===== src/hdl/dedup_history_ring_assert.svh =====
// assertion macros for the deduplicating handle ring
// expects clk and arst_n in the scope of each use
`ifndef DEDUP_HISTORY_RING_ASSERT_SVH
`define DEDUP_HISTORY_RING_ASSERT_SVH

// same-cycle implication, off while reset is low
`define DHR_ASSERT_IMP(lbl, ante, cons) \
	lbl: assert property (@(posedge clk) disable iff (!arst_n) (ante) |-> (cons)) \
		else $error("dhr assertion failed");

// next-cycle implication, off while reset is low
`define DHR_ASSERT_NEXT(lbl, ante, cons) \
	lbl: assert property (@(posedge clk) disable iff (!arst_n) (ante) |=> (cons)) \
		else $error("dhr assertion failed");

`endif


===== src/hdl/dhr_pkg.sv =====
// shared types and constants of the deduplicating handle ring
// no dependencies
package dhr_pkg;

	localparam int HANDLE_W = 32;
	localparam int POS_W    = 9;
	localparam int LIVE_W   = 9;
	localparam int STATUS_W = 3;

	localparam logic CMD_SAVE = 1'b0;
	localparam logic CMD_READ = 1'b1;

	typedef enum logic [STATUS_W-1:0] {
		STAT_STORED  = 3'd0,
		STAT_DUP     = 3'd1,
		STAT_ZERO    = 3'd2,
		STAT_READ_OK = 3'd3,
		STAT_BEYOND  = 3'd4
	} dhr_status_t;

	typedef enum logic [2:0] {
		ST_IDLE,
		ST_DECODE,
		ST_FETCH,
		ST_SCAN,
		ST_RESULT
	} dhr_state_t;

	// controller to datapath
	typedef struct packed {
		logic        capture;
		logic        fetch;
		logic        scan_init;
		logic        scan_run;
		logic        store;
		logic        res_set;
		dhr_status_t res_code;
		logic        res_take_data;
		logic        out_load;
	} dhr_cmd_t;

	// datapath to controller
	typedef struct packed {
		logic is_read;
		logic pos_ok;
		logic zero_handle;
		logic scan_more;
		logic cmp_valid;
		logic cmp_hit;
		logic out_free;
	} dhr_sts_t;

endpackage


===== src/hdl/dhr_ctrl.sv =====
// controller state machine of the deduplicating handle ring
// depends on dhr_pkg and dedup_history_ring_assert.svh
`include "dedup_history_ring_assert.svh"

module dhr_ctrl
	import dhr_pkg::*;
(
	input  logic     clk,
	input  logic     arst_n,
	input  logic     in_valid,
	output logic     in_ready,
	input  dhr_sts_t sts,
	output dhr_cmd_t cmd
);

	dhr_state_t state_q, state_d;

	always_ff @(posedge clk or negedge arst_n) begin
		if (!arst_n) begin
			state_q <= ST_IDLE;
		end else begin
			state_q <= state_d;
		end
	end

	// next state
	always_comb begin
		state_d = state_q;
		unique case (state_q)
			ST_IDLE: begin
				if (in_valid) state_d = ST_DECODE;
			end
			ST_DECODE: begin
				if (sts.is_read) begin
					state_d = sts.pos_ok ? ST_FETCH : ST_RESULT;
				end else begin
					state_d = sts.zero_handle ? ST_RESULT : ST_SCAN;
				end
			end
			ST_FETCH: begin
				state_d = ST_RESULT;
			end
			ST_SCAN: begin
				if (sts.cmp_hit || (!sts.scan_more && !sts.cmp_valid)) state_d = ST_RESULT;
			end
			ST_RESULT: begin
				if (sts.out_free) state_d = ST_IDLE;
			end
			default: begin
				state_d = ST_IDLE;
			end
		endcase
	end

	// outputs
	always_comb begin
		cmd          = '0;
		cmd.res_code = STAT_STORED;
		in_ready     = 1'b0;
		unique case (state_q)
			ST_IDLE: begin
				in_ready    = 1'b1;
				cmd.capture = in_valid;
			end
			ST_DECODE: begin
				if (sts.is_read) begin
					if (sts.pos_ok) begin
						cmd.fetch = 1'b1;
					end else begin
						cmd.res_set  = 1'b1;
						cmd.res_code = STAT_BEYOND;
					end
				end else if (sts.zero_handle) begin
					cmd.res_set  = 1'b1;
					cmd.res_code = STAT_ZERO;
				end else begin
					cmd.scan_init = 1'b1;
				end
			end
			ST_FETCH: begin
				cmd.res_set       = 1'b1;
				cmd.res_code      = STAT_READ_OK;
				cmd.res_take_data = 1'b1;
			end
			ST_SCAN: begin
				if (sts.cmp_hit) begin
					cmd.res_set  = 1'b1;
					cmd.res_code = STAT_DUP;
				end else if (!sts.scan_more && !sts.cmp_valid) begin
					cmd.store    = 1'b1;
					cmd.res_set  = 1'b1;
					cmd.res_code = STAT_STORED;
				end else begin
					cmd.scan_run = 1'b1;
				end
			end
			ST_RESULT: begin
				cmd.out_load = sts.out_free;
			end
			default: begin
				in_ready = 1'b0;
			end
		endcase
	end

	`DHR_ASSERT_NEXT(a_accept_decodes, (state_q == ST_IDLE) && in_valid, state_q == ST_DECODE)
	`DHR_ASSERT_IMP(a_load_when_free, cmd.out_load, sts.out_free)
	`DHR_ASSERT_IMP(a_store_after_scan, cmd.store, !sts.cmp_valid && !sts.scan_more)

endmodule


===== config.mk =====
export PLATFORM = sky130hd
export DESIGN_NAME = dhr_ctrl
export DESIGN_NICKNAME = d
export VERILOG_FILES = /design/src/hdl/dhr_pkg.sv /design/src/hdl/dhr_ctrl.sv
export VERILOG_INCLUDE_DIRS = /design/src /design/src/hdl
export SDC_FILE = /design/constraint.sdc
export NUM_CORES = 1
export LEC_CHECK = 0
export BUFFER_PORTS_ARGS = -buffer_cell sky130_fd_sc_hd__buf_2
export CAP_MARGIN = 20
export CORE_AREA = 2 2 39 41
export CTS_CLUSTER_DIAMETER = 200
export DETAILED_ROUTE_END_ITERATION = 12
export DIE_AREA = 0 0 41 43
export GPL_ROUTABILITY_DRIVEN = 0
export MAX_ROUTING_LAYER = met4
export SYNTH_ARGS = -nofsm -noshare
export SYNTH_HDL_FRONTEND = slang
export SYNTH_SLANG_ARGS = --single-unit
export TNS_END_PERCENT = 1

===== constraint.sdc =====
create_clock -name clk -period 1.3 [get_ports clk]
set_input_delay 0.26 -clock clk [delete_from_list [all_inputs] [get_ports clk]]
set_output_delay 0.26 -clock clk [all_outputs]
set_load 0.05 [all_outputs]

# == Yosys cells after proc, flatten, opt, wreduce, memory -nomap -nowiden ==
# Index checks and enable logic that the tools add are counted.
# totals
ff_bits,3
inputBits,10
out_inout_bits,12
word_cells,39
# classes
n_eq_ne,7
n_mux,25
reduce_logical,6
# ops
operator,count
$mux W3,6
$mux W4,4
$pmux W3 S5,1
$pmux W4 S3,1
$mux W1,9
$eq A3 B2 Y1 const B,2
$mux W2,3
$ne A2 B2 Y1 const B,3
$mux W5,1
$eq A3 B1 Y1 const B,1
$eq A3 B3 Y1 const B,1
$logic_not A3 Y1,1
$reduce_and A3 Y1,1
$logic_not A1 Y1,2
$logic_and A1 B1 Y1,1
$logic_or A1 B1 Y1,1

# == Depth between registers and ports, before layout ==
# depth
ltp_word,5
ltp_mapped,4

# == Worst setup path after synthesis ==
# OpenSTA, ideal clock, no wires.
# synth_timing
path_type,register to output
start,reg state_q[0]
end,out cmd[10] (netlist bit)
arrival_ns,2.163
path_slack_ns,-1.123
stages_incl_launch_ff,4
path_buffers,1
cell_sequence,dfrtp_1 buf_2 nor3_1 and2_1
# synth_lines
element,line_no,text
from (decl),dhr_ctrl.sv:16,"dhr_state_t state_q, state_d;"
from (signal assigned),dhr_ctrl.sv:22,state_q <= state_d;
to (decl),dhr_ctrl.sv:13,output dhr_cmd_t cmd

==> out/qor.txt <==
Core area: 1380 sq um
Post-Syn Instances: 36
Root Buffer: clkbuf_4
Area Overhead vs Synth: 169%
Drt pass-1 iters: 4
Worst-path clk slew: 0.04 ns
Mapped Area: 279 sq um
Reg-to-reg slack, setup: 0.06 ns
Ranking of synthesized cells by area: dfrtp_1, nor2_1, nor3_4
Commonest cells after routing, fill and taps aside: buf_4, buf_6, buf_2, nor2_1
Ys Warns: 0
RSZ-0062 raised after global routing: yes
DRC: 0
Setup WS post-layout: -0.259 ns
Detailed-route via count: 454
Largest register by flop count: state_q
Biggest regs: state_q x3
Initial Util: 20.2%
FF-to-FF path depth: 5
Period Utilization, post-route: 120%
Max frequency: 0.642 GHz
Slew Viols, Final: 0
Peak VDD IR: 0.895 mV
Worst EP required: 1.04 ns
Commonest non-fill, non-tap cell in the layout: buf_4
Final net count: 91
Post-Syn Area per Cell: 7.75 sq um
Routed len/inst: 11.2 microns
H-tree levels: 1
Maximum root-to-sink buffer count: 2
Static Leak: 0.372 nW
# rows: 14
I/O pin count: 22
Vias/cell: 4.73
CP Max Fanout: 7
Slew @ Worst Pin: 0.308 ns
Number of port buffers: 21
Sink Count: 3
Total gr overflow: 0
Skew final: 0.00435 ns
Detailed-placement wirelength estimate: 820 microns
Synth unique cells: 25
Worst Setup Start Kind: flip-flop
Tmin final: 1.56 ns
Slowest CP cell: dfrtp_2
Critical R2R Capture: state_q[0]
Ys flop type: dfrtp_1
TritonCTS clock tree: built
DRT iter0 DRCs: 2
Dpl ws: -0.204 ns
Status: finished, violations left
Hold Fails Final Rpt: 0
Synth area leader: dfrtp_1
Reg-to-Reg Start: state_q[2]
Final ANT Viol Nets: 0
Total Routed Length: 1070 microns
Hold Crit Class: in2async
Die height: 43 microns
Normalized max-slew margin: 79.3%
Setup violations, final: 12
Ys async rst share: 100%
Sequential share of the synthesized area: 26.9%
Setup TNS: -2.75 ns
Initial antenna violation count: 0
First-pass GRT wire length: 1790 microns
Failing checks: setup timing
Max reg flops: 3
Die X: 41 microns
Crit path kind: reg2out
Full die area: 1760 sq um
N_diodes: 0
Number of max-cap violations: 0
Layout cells sized above 1: 75.0%
Number of synthesized flops with an enable pin: 0
Pin count of the biggest net entering global routing: 8
Net Count, Synth: 46
Synth Register Bits: 3
Tot GR Track Use: 14.4%
Top-area cell type share of the netlist area: 26.9%
CTS Buf Count: 3
Worst path arrival time: 1.30 ns
Clock latency on the worst-skew pair: 0.24 ns
Worst stage delay on the critical path: 0.46 ns
Vias in the first global route: 475
Cells along the critical path: buf_6, nor3_4, and2_4, buf_8
Pwr dens: 2120 nW/um^2
Crit. End Element: output pin
## Yosys cell counts (2+ instances only)
| cell | count |
|---|---|
| dfrtp_1 | 3 |
| nand2_1 | 2 |
| nor2_1 | 7 |
| nor2b_1 | 2 |
| nor3_1 | 2 |
## power by group
| part | leakage [nW] | internal [mW] | total [mW] | switching, mW |
|---|---|---|---|---|
| clock | 0.0150 | 0.115 | 0.165 | 0.0500 |
| sequential | 0.0363 | 0.134 | 0.194 | 0.0602 |
| combinational | 0.320 | 0.555 | 1.23 | 0.675 |
| total | 0.372 | 0.803 | 1.59 | 0.785 |
## cell type report
cell class                      count  area, sq um
Tap cell                           16         20.0
Sequential cell                     3         77.6
Fill cell                         138          633
Multi-Input combinational cell     31          278
Clock buffer                        4         26.3
Inverter                            1         3.75
Timing Repair Buffer               41          345
## cell families after synthesis
kind of cell           after synthesis  share of synthesized area [%]
and+or+nand+nor                     23                           50.2
AOI/OAI and AO/OA                    8                           19.7
DFF                                  3                           26.9
buffers and inverters                2                           3.14
## worst max-delay path, delay by kind of cell (launching register included)
family        cells  cell delay [ns]
simple gates      2             0.33
buf+inv           2             0.28
flops             1             0.46
## how the worst max path moves through the flow
stage | cells past startpoint | start | end
2_1_floorplan | 3 | state_q[0] | cmd[10]
3_3_place_gp | 4 | state_q[1] | cmd[4]
3_5_place_dp | 4 | state_q[1] | cmd[4]
4_1_cts | 4 | state_q[1] | cmd[10]
5_1_grt | 4 | state_q[1] | cmd[10]
6_report | 4 | state_q[1] | cmd[10]
## what timing repair did
| item | in CTS | in global routing |
|---|---|---|
| gates resized for setup | 29 | 3 |
| setup endpoints to repair | 12 | 13 |
| hold endpoints to repair | 3 | 0 |
| pin swaps | 4 | 2 |
| hold buffers | 1 | 0 |
| buffers inserted | 1 | 1 |
## metrics by stage
step           instances  total power [mW]  util, %  hold WS [ns]  area (sq um)
2_1_floorplan         36             0.889        -       -0.0356           354
3_3_place_gp          89              1.19     43.0        0.0599           596
3_5_place_dp          89              1.20     43.0        0.0608           596
4_1_cts               95              1.55     52.8         0.347           731
5_1_grt               96              1.69     54.2         0.366           751
6_report              96              1.59     54.2         0.352           751
## layer usage
layer  track usage (%)  share of wire [%]  vias to the layer above
li1                  -                  -                      220
met1              15.7                 39                      216
met2              24.7                 54                       18
met3              4.71                6.9                        0
met4              2.00                  0                        0
met5                 -                  0                        -
Power figures use the tool's default switching activity.
